==> config.mk <==
export PLATFORM = sky130hd
export DESIGN_NAME = sha_ctrl_flat
export DESIGN_NICKNAME = d
export VERILOG_FILES = /design/src/rtl/sha_pkg.sv /design/src/rtl/sha_byte_if.sv /design/src/rtl/sha_ctrl.sv /design/src/flat_wrapper.sv
export SDC_FILE = /design/constraint.sdc
export NUM_CORES = 1
export LEC_CHECK = 0
export BUFFER_PORTS_ARGS = -buffer_cell sky130_fd_sc_hd__buf_2
export CAP_MARGIN = 20
export CORE_UTILIZATION = 41
export CTS_CLUSTER_SIZE = 25
export DETAILED_ROUTE_END_ITERATION = 10
export PLACE_DENSITY = 0.86
export SLEW_MARGIN = 20
export SYNTH_ARGS = -nofsm -noshare
export SYNTH_HDL_FRONTEND = slang
export SYNTH_SLANG_ARGS = --single-unit
==> constraint.sdc <==
create_clock -name clk_i -period 3.6 [get_ports clk_i]
set_clock_uncertainty 0.15 [all_clocks]
set_input_delay 0.18 -clock clk_i [delete_from_list [all_inputs] [get_ports clk_i]]
set_output_delay 0.18 -clock clk_i [all_outputs]
set_load 0.02 [all_outputs]
==> src/rtl/sha_pkg.sv <==
// Package for the SHA-256 byte stream hasher: types, constants and round functions.
// Used by the controller, the datapath and the top level.
package sha_pkg;

  typedef logic [31:0] word_t;

  typedef enum logic [2:0] {
    ST_IDLE,
    ST_LOAD,
    ST_ROUND,
    ST_PAD,
    ST_FOLD,
    ST_OUT
  } state_e;

  typedef enum logic [2:0] {
    OP_NONE,
    OP_BYTE,
    OP_PAD_BYTE,
    OP_START,
    OP_ROUND,
    OP_FOLD,
    OP_LENGTH,
    OP_RESTART
  } op_e;

  typedef struct packed {
    op_e        op;
    logic [7:0] pad_byte;
    logic [5:0] round;
  } dp_cmd_t;

  typedef struct packed {
    logic [5:0] byte_pos;
  } dp_stat_t;

  localparam word_t InitHash [8] = '{
    32'h6a09e667, 32'hbb67ae85, 32'h3c6ef372, 32'ha54ff53a,
    32'h510e527f, 32'h9b05688c, 32'h1f83d9ab, 32'h5be0cd19
  };

  localparam word_t RoundK [64] = '{
    32'h428a2f98, 32'h71374491, 32'hb5c0fbcf, 32'he9b5dba5,
    32'h3956c25b, 32'h59f111f1, 32'h923f82a4, 32'hab1c5ed5,
    32'hd807aa98, 32'h12835b01, 32'h243185be, 32'h550c7dc3,
    32'h72be5d74, 32'h80deb1fe, 32'h9bdc06a7, 32'hc19bf174,
    32'he49b69c1, 32'hefbe4786, 32'h0fc19dc6, 32'h240ca1cc,
    32'h2de92c6f, 32'h4a7484aa, 32'h5cb0a9dc, 32'h76f988da,
    32'h983e5152, 32'ha831c66d, 32'hb00327c8, 32'hbf597fc7,
    32'hc6e00bf3, 32'hd5a79147, 32'h06ca6351, 32'h14292967,
    32'h27b70a85, 32'h2e1b2138, 32'h4d2c6dfc, 32'h53380d13,
    32'h650a7354, 32'h766a0abb, 32'h81c2c92e, 32'h92722c85,
    32'ha2bfe8a1, 32'ha81a664b, 32'hc24b8b70, 32'hc76c51a3,
    32'hd192e819, 32'hd6990624, 32'hf40e3585, 32'h106aa070,
    32'h19a4c116, 32'h1e376c08, 32'h2748774c, 32'h34b0bcb5,
    32'h391c0cb3, 32'h4ed8aa4a, 32'h5b9cca4f, 32'h682e6ff3,
    32'h748f82ee, 32'h78a5636f, 32'h84c87814, 32'h8cc70208,
    32'h90befffa, 32'ha4506ceb, 32'hbef9a3f7, 32'hc67178f2
  };

  localparam logic [7:0] PadMark = 8'h80;
  localparam logic [5:0] LenPos  = 6'd56;

  function automatic word_t ror(input word_t v, input int unsigned s);
    ror = (v >> s) | (v << (32 - s));
  endfunction

  function automatic word_t ssig0(input word_t v);
    ssig0 = ror(v, 7) ^ ror(v, 18) ^ (v >> 3);
  endfunction

  function automatic word_t ssig1(input word_t v);
    ssig1 = ror(v, 17) ^ ror(v, 19) ^ (v >> 10);
  endfunction

  function automatic word_t bsig0(input word_t v);
    bsig0 = ror(v, 2) ^ ror(v, 13) ^ ror(v, 22);
  endfunction

  function automatic word_t bsig1(input word_t v);
    bsig1 = ror(v, 6) ^ ror(v, 11) ^ ror(v, 25);
  endfunction

endpackage

==> src/rtl/sha_byte_if.sv <==
// Valid/ready channels of the hasher: message bytes in, digest words out.
// Depends on nothing.
interface sha_byte_if;
  logic       valid;
  logic       ready;
  logic [7:0] data_byte;
  logic       byte_present;
  logic       msg_end;
  modport source (output valid, data_byte, byte_present, msg_end, input ready);
  modport sink (input valid, data_byte, byte_present, msg_end, output ready);
endinterface

interface sha_digest_if;
  logic        valid;
  logic        ready;
  logic [31:0] digest_word;
  logic [2:0]  word_index;
  logic        last_word;
  modport source (output valid, digest_word, word_index, last_word, input ready);
  modport sink (input valid, digest_word, word_index, last_word, output ready);
endinterface

==> src/rtl/sha_ctrl.sv <==
// Controller of the hasher: accepts requests, sequences rounds, padding and digest output.
// Depends on sha_pkg, sha_byte_if and sha_digest_if; commands sha_datapath.
module sha_ctrl (
  input  logic              clk_i,
  input  logic              rst_ni,
  sha_byte_if.sink          in_if,
  sha_digest_if.source      out_if,
  input  sha_pkg::dp_stat_t stat_i,
  input  sha_pkg::word_t    word_i,
  output sha_pkg::dp_cmd_t  cmd_o,
  output logic [2:0]        rd_idx_o
);

  sha_pkg::state_e state_q, state_d;
  logic [5:0] round_q, round_d;
  logic       fin_q, fin_d;      // message end pending
  logic       marked_q, marked_d; // 0x80 already placed
  logic [2:0] idx_q, idx_d;

  assign rd_idx_o = idx_q;
  assign out_if.word_index = idx_q;
  assign out_if.last_word = idx_q == 3'd7;
  assign out_if.digest_word = word_i;

  always_ff @(posedge clk_i or negedge rst_ni) begin
    if (!rst_ni) begin
      state_q <= sha_pkg::ST_IDLE;
      round_q <= '0;
      fin_q <= 1'b0;
      marked_q <= 1'b0;
      idx_q <= '0;
    end else begin
      state_q <= state_d;
      round_q <= round_d;
      fin_q <= fin_d;
      marked_q <= marked_d;
      idx_q <= idx_d;
    end
  end

  always_comb begin
    state_d = state_q;
    round_d = round_q;
    fin_d = fin_q;
    marked_d = marked_q;
    idx_d = idx_q;
    cmd_o.op = sha_pkg::OP_NONE;
    cmd_o.pad_byte = '0;
    cmd_o.round = round_q;
    in_if.ready = 1'b0;
    out_if.valid = 1'b0;
    unique case (state_q)
      sha_pkg::ST_IDLE: begin
        in_if.ready = 1'b1;
        if (in_if.valid && in_if.byte_present) begin
          cmd_o.op = sha_pkg::OP_BYTE;
          fin_d = in_if.msg_end;
          marked_d = 1'b0;
          if (stat_i.byte_pos == 6'd63) state_d = sha_pkg::ST_LOAD;
          else if (in_if.msg_end) state_d = sha_pkg::ST_PAD;
        end else if (in_if.valid && in_if.msg_end) begin
          fin_d = 1'b1;
          marked_d = 1'b0;
          state_d = sha_pkg::ST_PAD;
        end
      end
      sha_pkg::ST_PAD: begin
        if (stat_i.byte_pos == sha_pkg::LenPos && marked_q) begin
          cmd_o.op = sha_pkg::OP_LENGTH;
          fin_d = 1'b0;
          state_d = sha_pkg::ST_LOAD;
        end else begin
          cmd_o.op = sha_pkg::OP_PAD_BYTE;
          cmd_o.pad_byte = marked_q ? 8'h00 : sha_pkg::PadMark;
          marked_d = 1'b1;
          if (stat_i.byte_pos == 6'd63) state_d = sha_pkg::ST_LOAD;
        end
      end
      sha_pkg::ST_LOAD: begin
        cmd_o.op = sha_pkg::OP_START;
        round_d = '0;
        state_d = sha_pkg::ST_ROUND;
      end
      sha_pkg::ST_ROUND: begin
        cmd_o.op = sha_pkg::OP_ROUND;
        round_d = round_q + 6'd1;
        if (round_q == 6'd63) state_d = sha_pkg::ST_FOLD;
      end
      sha_pkg::ST_FOLD: begin
        cmd_o.op = sha_pkg::OP_FOLD;
        idx_d = '0;
        if (fin_q) state_d = sha_pkg::ST_PAD;
        else if (marked_q) state_d = sha_pkg::ST_OUT;
        else state_d = sha_pkg::ST_IDLE;
      end
      sha_pkg::ST_OUT: begin
        out_if.valid = 1'b1;
        if (out_if.ready) begin
          idx_d = idx_q + 3'd1;
          if (idx_q == 3'd7) begin
            cmd_o.op = sha_pkg::OP_RESTART;
            marked_d = 1'b0;
            state_d = sha_pkg::ST_IDLE;
          end
        end
      end
      default: state_d = sha_pkg::ST_IDLE;
    endcase
  end

endmodule

==> src/flat_wrapper.sv <==
// flat-port wrapper written by rule: the top's interface ports become plain ports
module sha_ctrl_flat 
  (clk_i, rst_ni, stat_i, word_i, cmd_o, rd_idx_o, in_if_valid, in_if_data_byte, in_if_byte_present, in_if_msg_end, in_if_ready, out_if_valid, out_if_digest_word, out_if_word_index, out_if_last_word, out_if_ready);
  sha_byte_if in_if_i ();
  sha_digest_if out_if_i ();
  input  logic clk_i;
  input  logic rst_ni;
  input  sha_pkg::dp_stat_t stat_i;
  input  sha_pkg::word_t word_i;
  output sha_pkg::dp_cmd_t cmd_o;
  output logic [2:0] rd_idx_o;
  input wire logic [$bits(in_if_i.valid)-1:0] in_if_valid;
  input wire logic [$bits(in_if_i.data_byte)-1:0] in_if_data_byte;
  input wire logic [$bits(in_if_i.byte_present)-1:0] in_if_byte_present;
  input wire logic [$bits(in_if_i.msg_end)-1:0] in_if_msg_end;
  output wire logic [$bits(in_if_i.ready)-1:0] in_if_ready;
  output wire logic [$bits(out_if_i.valid)-1:0] out_if_valid;
  output wire logic [$bits(out_if_i.digest_word)-1:0] out_if_digest_word;
  output wire logic [$bits(out_if_i.word_index)-1:0] out_if_word_index;
  output wire logic [$bits(out_if_i.last_word)-1:0] out_if_last_word;
  input wire logic [$bits(out_if_i.ready)-1:0] out_if_ready;
  assign in_if_i.valid = in_if_valid;
  assign in_if_i.data_byte = in_if_data_byte;
  assign in_if_i.byte_present = in_if_byte_present;
  assign in_if_i.msg_end = in_if_msg_end;
  assign in_if_ready = in_if_i.ready;
  assign out_if_valid = out_if_i.valid;
  assign out_if_digest_word = out_if_i.digest_word;
  assign out_if_word_index = out_if_i.word_index;
  assign out_if_last_word = out_if_i.last_word;
  assign out_if_i.ready = out_if_ready;
  sha_ctrl u_core (.clk_i(clk_i), .rst_ni(rst_ni), .in_if(in_if_i), .out_if(out_if_i), .stat_i(stat_i), .word_i(word_i), .cmd_o(cmd_o), .rd_idx_o(rd_idx_o));
endmodule
==> results of run 1 <==
-- synthesized netlist by cell type, types with 2 or more instances --
cell / instances / area [um^2]
sky130_fd_sc_hd__a21oi_1: 14 / 70.1
sky130_fd_sc_hd__a22o_1: 2 / 17.5
sky130_fd_sc_hd__and3_1: 4 / 25.0
sky130_fd_sc_hd__buf_2: 3 / 15.0
sky130_fd_sc_hd__buf_4: 44 / 330
sky130_fd_sc_hd__dfrtp_1: 14 / 350
sky130_fd_sc_hd__ha_1: 3 / 37.5
sky130_fd_sc_hd__inv_1: 2 / 7.51
sky130_fd_sc_hd__nand2_1: 8 / 30.0
sky130_fd_sc_hd__nand2b_1: 2 / 12.5
sky130_fd_sc_hd__nand3_1: 3 / 15.0
sky130_fd_sc_hd__nor2_1: 8 / 30.0
sky130_fd_sc_hd__nor3_1: 6 / 30.0
sky130_fd_sc_hd__nor3b_1: 2 / 15.0
sky130_fd_sc_hd__o21a_1: 2 / 15.0
sky130_fd_sc_hd__o21ai_0: 12 / 60.1
sky130_fd_sc_hd__o22ai_1: 2 / 12.5
-- cell families after synthesis --
kind of cell | synth area share
buffers and inverters | 0.284
AO/OA/AOI/OAI | 0.210
AND/OR/NAND/NOR | 0.170
flip-flops | 0.279
adder cells (fa/ha/maj) | 0.0299
multiplexers | 0.0169
other | 0.00299
XOR/XNOR | 0.00697
-- final cells by class --
type	count	area share
multi-input combinational	94	0.495
tap	31	0.0336
inverter	3	0.00975
sequential	14	0.303
clock buffer	3	0.0195
timing repair buffer	31	0.139
-- path summary, 6_finish.rpt --
| kind | to | slack, ps | depth (start not counted) |
|---|---|---|---|
| worst max-delay path | cmd_o[14] | 1450 | 3 |
| worst min-delay path | u_core.marked_q | 100 | 4 |
| worst max register to register | u_core.state_q[1] | 1770 | 4 |
| worst min register to register | u_core.out_if.word_index[1] | 390 | 1 |
| max in group asynchronous | u_core.fin_q | 2890 | 2 |
| min in group asynchronous | u_core.round_q[3] | 170 | 2 |
-- flip-flops by register name, summed over array words and instances (netlist names) --
register                  cells
u_core.round_q                6
u_core.out_if.word_index      3
u_core.state_q                3
u_core.fin_q                  1
u_core.marked_q               1
-- through the flow --
stage / area, um^2 / util / total power, uW
3_5_place_dp: 1120 / 0.397 / 627
2_1_floorplan: 1280 / - / 600
6_report: 1150 / 0.408 / 717
4_1_cts: 1150 / 0.408 / 720
3_3_place_gp: 1120 / 0.397 / 620
5_1_grt: 1150 / 0.408 / 779
-- power breakdown --
group / leakage, uW / internal, uW / total (uW) / switching (uW)
logic: 0.000374 / 137 / 336 / 200
registers: 0.000179 / 195 / 293 / 97.4
clock network: 0.0000138 / 38.8 / 87.6 / 48.8
total: 0.000567 / 371 / 717 / 346
-- cells in the final DEF (no fill, tap or decap), drive strengths merged --
cell type	n
o22a	1
nor2	8
a221oi	1
a22o	2
xor2	1
nand4	1
nor3	6
o211ai	1
o22ai	2
and3	4
o21a	2
a21boi	1
ha	3
a21oi	14
o2bb2ai	1
dfrtp	14
a41oi	1
a31oi	1
nand2	8
nand2b	3
mux2	1
a22oi	1
conb	7
clkbuf	3
or3	1
nor3b	2
a211o	1
a32oi	1
o21ai	12
mux2i	1
dlygate4sd3	1
nand3	3
buf	30
nor4b	1
nor2b	1
o21bai	1
inv	3
-- layer usage --
metal,vias to the layer above,global-route usage,share of wire
li1,475,-,-
met1,458,0.196,0.44
met2,40,0.213,0.47
met3,4,0.0544,0.082
met4,0,0.0279,0.0061
met5,-,0,0
-- worst max-delay path, cell delays in order, from the launching register on --
cell	delay [ps]
sky130_fd_sc_hd__dfrtp_1	790
sky130_fd_sc_hd__a21boi_1	410
sky130_fd_sc_hd__a221oi_1	150
sky130_fd_sc_hd__buf_2	200
-- what timing repair did --
action	CTS	global route
hold buffers	1	0
resized for setup	0	0
endpoints found under the hold margin	14	0
==> results.toml, run 1 <==
[critical_path]
startpoint_type = "flip-flop"
crit_arrival_ps = 1820
timing.critical_path.from = "u_core.state_q[0]"
crit_path_end_kind = "output port"
critical_path.max_fanout = 24
timing.setup.critical_path_class = "flip-flop to output port"
launch_instance_of_the_worst_register_to_register_path = "u_core.state_q[0]"
worstPathRequired_ps = 3270

[layout]
insertedDiodeCount = 0
num-fill-cells = 288
sequential_cell_area_um2 = 350
post_route_cells_drive_above_1_share = 0.255
area_delta_synth_final_pct = -8.07
multiInputGateArea_um2 = 572
filler_free_cell_count_of_the_finished_design = 176
finish.net_count = 202

[placed_design]
globalplace.congestion = 0.799
placedCellCount = 172
port_buffers = 30
dp_hpwl_mm = 1.68
detailedPlace.worstSlack_ps = 1770

[detailed_routing]
route.detailed.wl_per_inst_um = 13.1
vias_per_cell = 5.55
final_antenna_net_count = 0
detailed_route_wire_length_mm = 2.30
drt_pass1_iterations = 7
first_iter_violations = 28
route.vias.total = 977
drt_drc_violations_left = 5

[job]
drv_cap = 0

[sta]
period_minus_slack_ps = 2150
top_achievable_clock_speed_mhz = 465
timing.final.crit_share = 0.598
fin_setup_tns_ps = 0
fin_ws_ps = 1450
timing_worst_slew_pin_value_ps = 678
setup_violations = 0
grt_setup_unrepaired = "false"
hold_viol = 0
max_slew_margin = 0.548
maxSlewViolCount = 0
hold_slack_ps = 103

[floorplanning]
effective_utilization_at_floorplan = 0.444
rows = 19
fp.dieArea_um2 = 3290
core_region_area_um2 = 2830
floorplan.io_pins = 110
die_height_um = 57.4
die_width_um = 57.4

[global_route]
antenna_found_initial = 0
grt-ovfl-total = 0
grt_max_degree = 25
grt_first_pass_wirelength_mm = 3.68
groute.usage.overall = 0.142
first_global_vias = 812

[clock_network]
clk_transition_reported_paths_ps = 80
cts_buffers = 3
clock_path_buffers = 2
htree_levels = 1
tritoncts_clock_tree = "yes"
cts.repair_timing.setup_buffer_count = 0
clock_tree.root_cell = "sky130_fd_sc_hd__clkbuf_4"
clk_latency_ps = 270
cts.sink_count = 14

[min_path]
min_path_type = "input pin to flip-flop"
hold_path.startpoint = "out_if_ready"

[pwr]
power.density_nw_per_um2 = 621
power.ir.vdd_worst_uv = 357
power_leakage_uw = 0.000567

[yosys]
syn_inst = 152
seq_area_frac_synth = 0.279
synth_async_sr_flop_share = 1.00
synth_seq_cells = 14
synth_edf_count = 0
combined_area_of_all_synthesized_cells_um2 = 1260
yosysUniqueCellTypes = 38
synth_flop_cell = "sky130_fd_sc_hd__dfrtp_1"
yosysWarnings = 0
syn_avg_cell_area_um2 = 8.26

[status]
status = "finished with violations"
failed_checks = "design-rule violations"
Note: power is estimated with default switching activity, not from simulation.
==> inputs of run 2 (changes only) <==
--- a/config.mk
+++ b/config.mk
@@ -5,12 +5,13 @@
 export SDC_FILE = /design/constraint.sdc
 export NUM_CORES = 1
 export LEC_CHECK = 0
+export ABC_AREA = 1
 export BUFFER_PORTS_ARGS = -buffer_cell sky130_fd_sc_hd__buf_2
 export CAP_MARGIN = 20
-export CORE_UTILIZATION = 41
+export CORE_UTILIZATION = 35
 export CTS_CLUSTER_SIZE = 25
 export DETAILED_ROUTE_END_ITERATION = 10
-export PLACE_DENSITY = 0.86
+export PLACE_DENSITY = 0.77
 export SLEW_MARGIN = 20
 export SYNTH_ARGS = -nofsm -noshare
 export SYNTH_HDL_FRONTEND = slang
==> constraint.sdc (replaced) <==
create_clock -name clk_i -period 1.92 [get_ports clk_i]
set_clock_uncertainty 0.15 [all_clocks]
set_input_delay 0.096 -clock clk_i [delete_from_list [all_inputs] [get_ports clk_i]]
set_output_delay 0.096 -clock clk_i [all_outputs]
set_load 0.02 [all_outputs]
==> run 2 against run 1 <==
  * The flow now finishes without violations
  * Critical path type unchanged
  * Register-to-register slack got worse by 1500 ps
  * Sequential power barely moved
  * Worst hold slack got worse by 61 ps
  * Final cell count rose by 30%
  * Largest cell class unchanged
  * Power fell by 19%
  * Combinational power fell by 87%
  * Sequential share of layout area fell by 3.9 points
  * Final area rose by 15%
  * Clock-buffer cell count did not move
  * Worst setup slack got worse by 1400 ps
==> results.toml, run 2 <==
[detailed_routing]
first_iter_violations = 29
route.vias.total = 1030
maxUsedRoutingLayer = "met4"
detailed_route_wire_length_mm = 2.36
drt_pass1_iterations = 4
vias_per_cell = 4.50
met1_length_mm = 1.04
met2RoutedLength_mm = 1.13
drt_drc_violations_left = 0
route.met3.wl_um = 141
route.detailed.wl_per_inst_um = 10.3
final_antenna_net_count = 0

[floorplanning]
effective_utilization_at_floorplan = 0.381
rows = 21
die_height_um = 63.4
floorplan.io_pins = 110
core_region_area_um2 = 3470
fp.dieArea_um2 = 4020
die_width_um = 63.4

[placed_design]
globalplace.congestion = 0.932
port_buffers = 30
placedCellCount = 223
dp_hpwl_mm = 1.83
placement.cell_area_um2 = 1230

[sta]
top_achievable_clock_speed_mhz = 549
hold_viol = 0
timing.final.crit_share = 0.949
period_minus_slack_ps = 1820
maxSlewViolCount = 0
setup_violations = 0

[yosys]
synth_flop_cell = "sky130_fd_sc_hd__dfrtp_1"
synth_edf_count = 0
yosysWarnings = 0
ys_top_cells_by_area = "sky130_fd_sc_hd__dfrtp_1 27%, sky130_fd_sc_hd__buf_4 24%, sky130_fd_sc_hd__nand2_1 11%"
yosys.area.top_type_share = 0.265
syn_avg_cell_area_um2 = 7.21
seq_area_frac_synth = 0.265
synth_seq_cells = 14
area_leader_netlist = "sky130_fd_sc_hd__dfrtp_1"
syn_inst = 183
combined_area_of_all_synthesized_cells_um2 = 1320
ys_top_cells_by_count = "42 x sky130_fd_sc_hd__buf_4, 38 x sky130_fd_sc_hd__nand2_1, 14 x sky130_fd_sc_hd__dfrtp_1"
synth_async_sr_flop_share = 1.00
yosysMostFrequentCell = "sky130_fd_sc_hd__buf_4"
yosysUniqueCellTypes = 27

[critical_path]
timing.setup.critical_path_class = "flip-flop to output port"
worstPathRequired_ps = 1670
critical_path.max_fanout = 5
crit_slowest_cell = "sky130_fd_sc_hd__dfrtp_1"
crit_path_end_kind = "output port"
longest_individual_stage_delay_on_the_worst_path_ps = 420
critical-path-top-cell-by-count = "sky130_fd_sc_hd__ha_2"
crit_chain = "ha_2 > ha_2 > nand2_2 > nor2_4 > nor2_2 > o211ai_1 > buf_4"
crit_arrival_ps = 1580
reg_to_reg_setup_timing_slack_ps = 270
critical_path.top_delay_family = "flip-flops"
startpoint_type = "flip-flop"
worstPathBufferInverterCount = 1

[global_route]
antenna_found_initial = 0
grt_max_degree = 15
first_global_vias = 905
grt-ovfl-total = 0
groute.usage.overall = 0.124
grt_first_pass_wirelength_mm = 3.93

[layout]
insertedDiodeCount = 0
num-fill-cells = 367
area_delta_synth_final_pct = 0.284
post_route_cells_drive_above_1_share = 0.350
mostFrequentLayoutCell = "sky130_fd_sc_hd__nand2_1"
finish.net_count = 240
mostFrequentLayoutCells = "37 x sky130_fd_sc_hd__nand2_1, 29 x sky130_fd_sc_hd__buf_2, 14 x sky130_fd_sc_hd__dfrtp_1"
registers.top_by_ff_count = "u_core.round_q"
filler_free_cell_count_of_the_finished_design = 229
stdcell_area_um2 = 1320
largest_register_ff_count = 6

[clock_network]
cts_buffers = 3
htree_levels = 1
cts.sink_count = 14
clk_transition_reported_paths_ps = 50
tritoncts_clock_tree = "yes"
clock_path_buffers = 2
clk_latency_ps = 250
clock_tree.root_cell = "sky130_fd_sc_hd__clkbuf_8"

[pwr]
internal-power_uw = 448
switching_share = 0.232
power_leakage_uw = 0.000741
power.density_nw_per_um2 = 441
p_comb_frac = 0.073
finalPower_uw = 583
power.ir.vdd_worst_uv = 252
power.share.clock = 0.420
sequentialPowerShare = 0.506
switchingPower_uw = 136

[job]
drv_cap = 0

[min_path]
min_path_type = "input pin to output port"

[status]
status = "finished, final reports clean"
-- run 2: cell types whose count changed after synthesis, moves of 6 or more --
cell	delta
sky130_fd_sc_hd__nor3_1	-6
sky130_fd_sc_hd__nand2_1	+30
sky130_fd_sc_hd__inv_1	+11
sky130_fd_sc_hd__a21oi_1	-12
sky130_fd_sc_hd__o21ai_0	-7
sky130_fd_sc_hd__nand3_1	+10
sky130_fd_sc_hd__inv_2	+8
-- run 2: cell families (layout without fill, tap and decap cells) --
| kind of cell | after synthesis | in the layout | synth area share |
|---|---|---|---|
| simple gates | 80 | 80 | 0.304 |
| buf+inv | 65 | 59 | 0.306 |
| compound gates | 19 | 19 | 0.0862 |
| flops | 14 | 14 | 0.265 |
| fa+ha+maj | 3 | 3 | 0.0284 |
| other cells | 1 | 7 | 0.00284 |
| xor+xnor | 1 | 1 | 0.00664 |
-- run 2: final timing paths --
kind | cells past startpoint | end | from
worst max-delay path | 7 | cmd_o[14] | u_core.out_if.word_index[0]
worst min-delay path | 0 | out_if_digest_word[0] | word_i[0]
worst max register to register | 9 | u_core.state_q[2] | u_core.out_if.word_index[0]
worst min register to register | 2 | u_core.out_if.word_index[1] | u_core.out_if.word_index[1]
max in group asynchronous | 2 | u_core.round_q[1] | rst_ni
min in group asynchronous | 2 | u_core.state_q[0] | rst_ni
-- run 2: repair_timing --
| action | CTS | global route |
|---|---|---|
| resized for setup | 1 | 6 |
| pin swaps | 0 | 3 |
| setup buffers | 0 | 1 |
| hold buffers | 2 | 0 |
| setup endpoints to repair | 2 | 2 |
| hold endpoints to repair | 16 | 0 |
-- run 2: power groups by stage --
| stage | registers (uW) | clock network (uW) | logic [uW] |
|---|---|---|---|
| 2_1_floorplan | 301 | 0 | 128 |
| 3_3_place_gp | 300 | 0 | 39.3 |
| 3_5_place_dp | 300 | 0 | 39.9 |
| 4_1_cts | 295 | 249 | 43.2 |
| 5_1_grt | 295 | 262 | 49.2 |
| 6_report | 295 | 245 | 42.9 |
-- run 2: layout make-up --
| type | count | area, um^2 | share of cell area |
|---|---|---|---|
| inverter | 23 | 88.8 | 0.0671 |
| tap | 46 | 57.6 | 0.0435 |
| multi-input combinational | 110 | 606 | 0.457 |
| sequential | 14 | 350 | 0.265 |
| timing repair buffer | 33 | 180 | 0.136 |
| clock buffer | 3 | 41.3 | 0.0312 |
-- run 2: per-layer routing --
metal | global-route usage | up-vias
met3 | 0.0308 | 4
li1 | - | 532
met1 | 0.151 | 466
met2 | 0.197 | 28
met4 | 0.0739 | 0
met5 | 0 | -
-- run 2: stage by stage --
stage          worst slack, ps   util  setup TNS, ps  hold slack [ps]
2_1_floorplan              161      -              0             -350
3_3_place_gp               262  0.356              0             -146
3_5_place_dp               257  0.356              0             -139
4_1_cts                   22.7  0.374              0             42.1
5_1_grt                  -5.47  0.382          -5.47             42.0
6_report                  98.3  0.382              0             42.0
==> inputs of run 3 (changes only) <==
--- a/config.mk
+++ b/config.mk
@@ -8,10 +8,11 @@
 export ABC_AREA = 1
 export BUFFER_PORTS_ARGS = -buffer_cell sky130_fd_sc_hd__buf_2
 export CAP_MARGIN = 20
+export CORE_MARGIN = 1
 export CORE_UTILIZATION = 35
 export CTS_CLUSTER_SIZE = 25
 export DETAILED_ROUTE_END_ITERATION = 10
-export PLACE_DENSITY = 0.77
+export PLACE_DENSITY = 0.76
 export SLEW_MARGIN = 20
 export SYNTH_ARGS = -nofsm -noshare
 export SYNTH_HDL_FRONTEND = slang
==> run 3 against run 2 <==
  * Wire length grew 9.2%
  * Clock-buffer cell count is the same
  * Largest cell class unchanged
  * Global-route usage grew 0.58 points
  * Sequential power is essentially flat
  * Critical path depth is the same
  * Worst setup slack lost 63 ps
  * Via count grew 4.9%
  * Critical path type unchanged
  * Utilization grew 0.14 points
  * Maximum frequency shrank 3.4%
  * Final area grew 0.38%
  * Final cell count grew 0.87%
  * Die area is the same
==> results.toml, run 3 (synthesized netlist as in run 2, its figures left out) <==
[status]
status = "finished, final reports clean"

[floorplanning]
effective_utilization_at_floorplan = 0.381
core_region_area_um2 = 3470
die_height_um = 63.4
die_width_um = 63.4
floorplan.io_pins = 110
rows = 21
fp.dieArea_um2 = 4020

[critical_path]
crit_chain = "ha_2 > ha_2 > nand2_2 > nor2_1 > nor2_1 > o211ai_1 > buf_4"
timing.setup.critical_path_class = "flip-flop to output port"
critical_path.max_fanout = 4
longest_individual_stage_delay_on_the_worst_path_ps = 380
crit_arrival_ps = 1640
worst_r2r_path_depth = 7
worstPathRequired_ps = 1670
startpoint_type = "flip-flop"
reg_to_reg_setup_timing_slack_ps = 310
reg2reg_to = "u_core.marked_q"
crit_slowest_cell = "sky130_fd_sc_hd__dfrtp_1"
launch_instance_of_the_worst_register_to_register_path = "u_core.out_if.word_index[1]"
crit_path_end_kind = "output port"

[layout]
finish.net_count = 242
postLayoutCoreUtil = 0.383
mostFrequentLayoutCells = "37 x sky130_fd_sc_hd__nand2_1, 29 x sky130_fd_sc_hd__buf_2, 14 x sky130_fd_sc_hd__dfrtp_1"
largest_register_ff_count = 6
num-fill-cells = 391
area_delta_synth_final_pct = 0.663
insertedDiodeCount = 0
registers.top_by_ff_count = "u_core.round_q"
mostFrequentLayoutCell = "sky130_fd_sc_hd__nand2_1"
post_route_cells_drive_above_1_share = 0.346

[placed_design]
detailedPlace.worstSlack_ps = 230
dp_hpwl_mm = 1.86
port_buffers = 30
globalplace.congestion = 0.912

[global_route]
groute.usage.overall = 0.130
grt-ovfl-total = 0
grt_max_degree = 15
grt_first_pass_wirelength_mm = 4.06
antenna_found_initial = 0
first_global_vias = 977

[clock_network]
clk_latency_ps = 240
clock_path_buffers = 2
clock_tree.root_cell = "sky130_fd_sc_hd__clkbuf_8"
cts.sink_count = 14
tritoncts_clock_tree = "yes"
clk_transition_reported_paths_ps = 50
cts_buffers = 3
htree_levels = 1

[pwr]
switchingPower_uw = 129
internal-power_uw = 448
power_leakage_uw = 0.000751
p_comb_frac = 0.076
sequentialPowerShare = 0.512
switching_share = 0.223
power.density_nw_per_um2 = 434
power.ir.vdd_worst_uv = 180
power.share.clock = 0.412

[detailed_routing]
final_antenna_net_count = 0
route.vias.total = 1080
detailed_route_wire_length_mm = 2.58
drt_pass1_iterations = 5
drt_drc_violations_left = 0
route.detailed.wl_per_inst_um = 11.2
first_iter_violations = 41
vias_per_cell = 4.68

[sta]
hold_viol = 0
period_minus_slack_ps = 1880
maxSlewViolCount = 0
timing.final.crit_share = 0.982
setup_violations = 0
fin_ws_ps = 35.1
top_achievable_clock_speed_mhz = 531

[min_path]
hold_path_depth = 0
min_path_type = "input pin to output port"
hold_path.startpoint = "word_i[0]"
timing.hold.worst_endpoint = "out_if_digest_word[0]"

[job]
drv_cap = 0
-- run 3: repair_timing --
action,CTS,global route
hold buffers,2,0
pin swaps,0,2
endpoints found under the hold margin,16,0
endpoints found under the setup margin,2,2
resized for setup,1,3
buffers inserted,1,2
-- run 3: how the worst max path moves through the flow --
stage / from / to / slack [ps] / cells after the start
final: u_core.out_if.word_index[1] / cmd_o[14] / 40 / 7
after global routing: u_core.out_if.word_index[1] / cmd_o[14] / -40 / 7
after CTS: u_core.out_if.word_index[1] / cmd_o[14] / 30 / 7
after detailed placement: u_core.out_if.word_index[0] / cmd_o[14] / 230 / 7
after global placement: u_core.out_if.word_index[0] / cmd_o[14] / 260 / 7
after floorplan: u_core.out_if.word_index[0] / u_core.state_q[0] / 160 / 9
-- run 3: area by class of cell --
class	instances	area [um^2]	area share
timing repair buffer	35	195	0.147
sequential	14	350	0.264
tap	46	57.6	0.0433
inverter	23	88.8	0.0669
multi-input combinational	110	596	0.448
clock buffer	3	41.3	0.0311
-- run 3: stage by stage --
step | total power, uW | TNS, ps | instances | hold slack [ps] | area, um^2
global route | 604 | -59.9 | 231 | 42.0 | 1330
detailed placement | 341 | 0 | 223 | -137 | 1230
global placement | 340 | 0 | 223 | -141 | 1230
CTS | 587 | 0 | 229 | 42.1 | 1310
floorplan | 429 | 0 | 189 | -350 | 1340
finish | 576 | 0 | 231 | 42.0 | 1330
-- run 3: power by group through the flow --
stage	sequential, uW	clock [uW]	combinational, uW
global placement	300	0	39.5
global route	295	259	49.7
finish	295	237	43.5
floorplan	301	0	128
CTS	295	248	43.8
detailed placement	300	0	40.3
-- run 3: routing by layer --
layer	part of all wire	vias to the layer above	global-route usage
li1	-	535	-
met1	0.40	479	0.149
met2	0.48	54	0.213
met3	0.082	12	0.0489
met4	0.036	0	0.0597
met5	0	-	0
-- run 3: critical path, delay by kind of cell, from the launching register on --
kind	cells	cell delay, ps
and+or+nand+nor	3	360
AOI/OAI and AO/OA	1	80
buffers and inverters	1	170
DFF	1	380
adders and majority gates	2	400
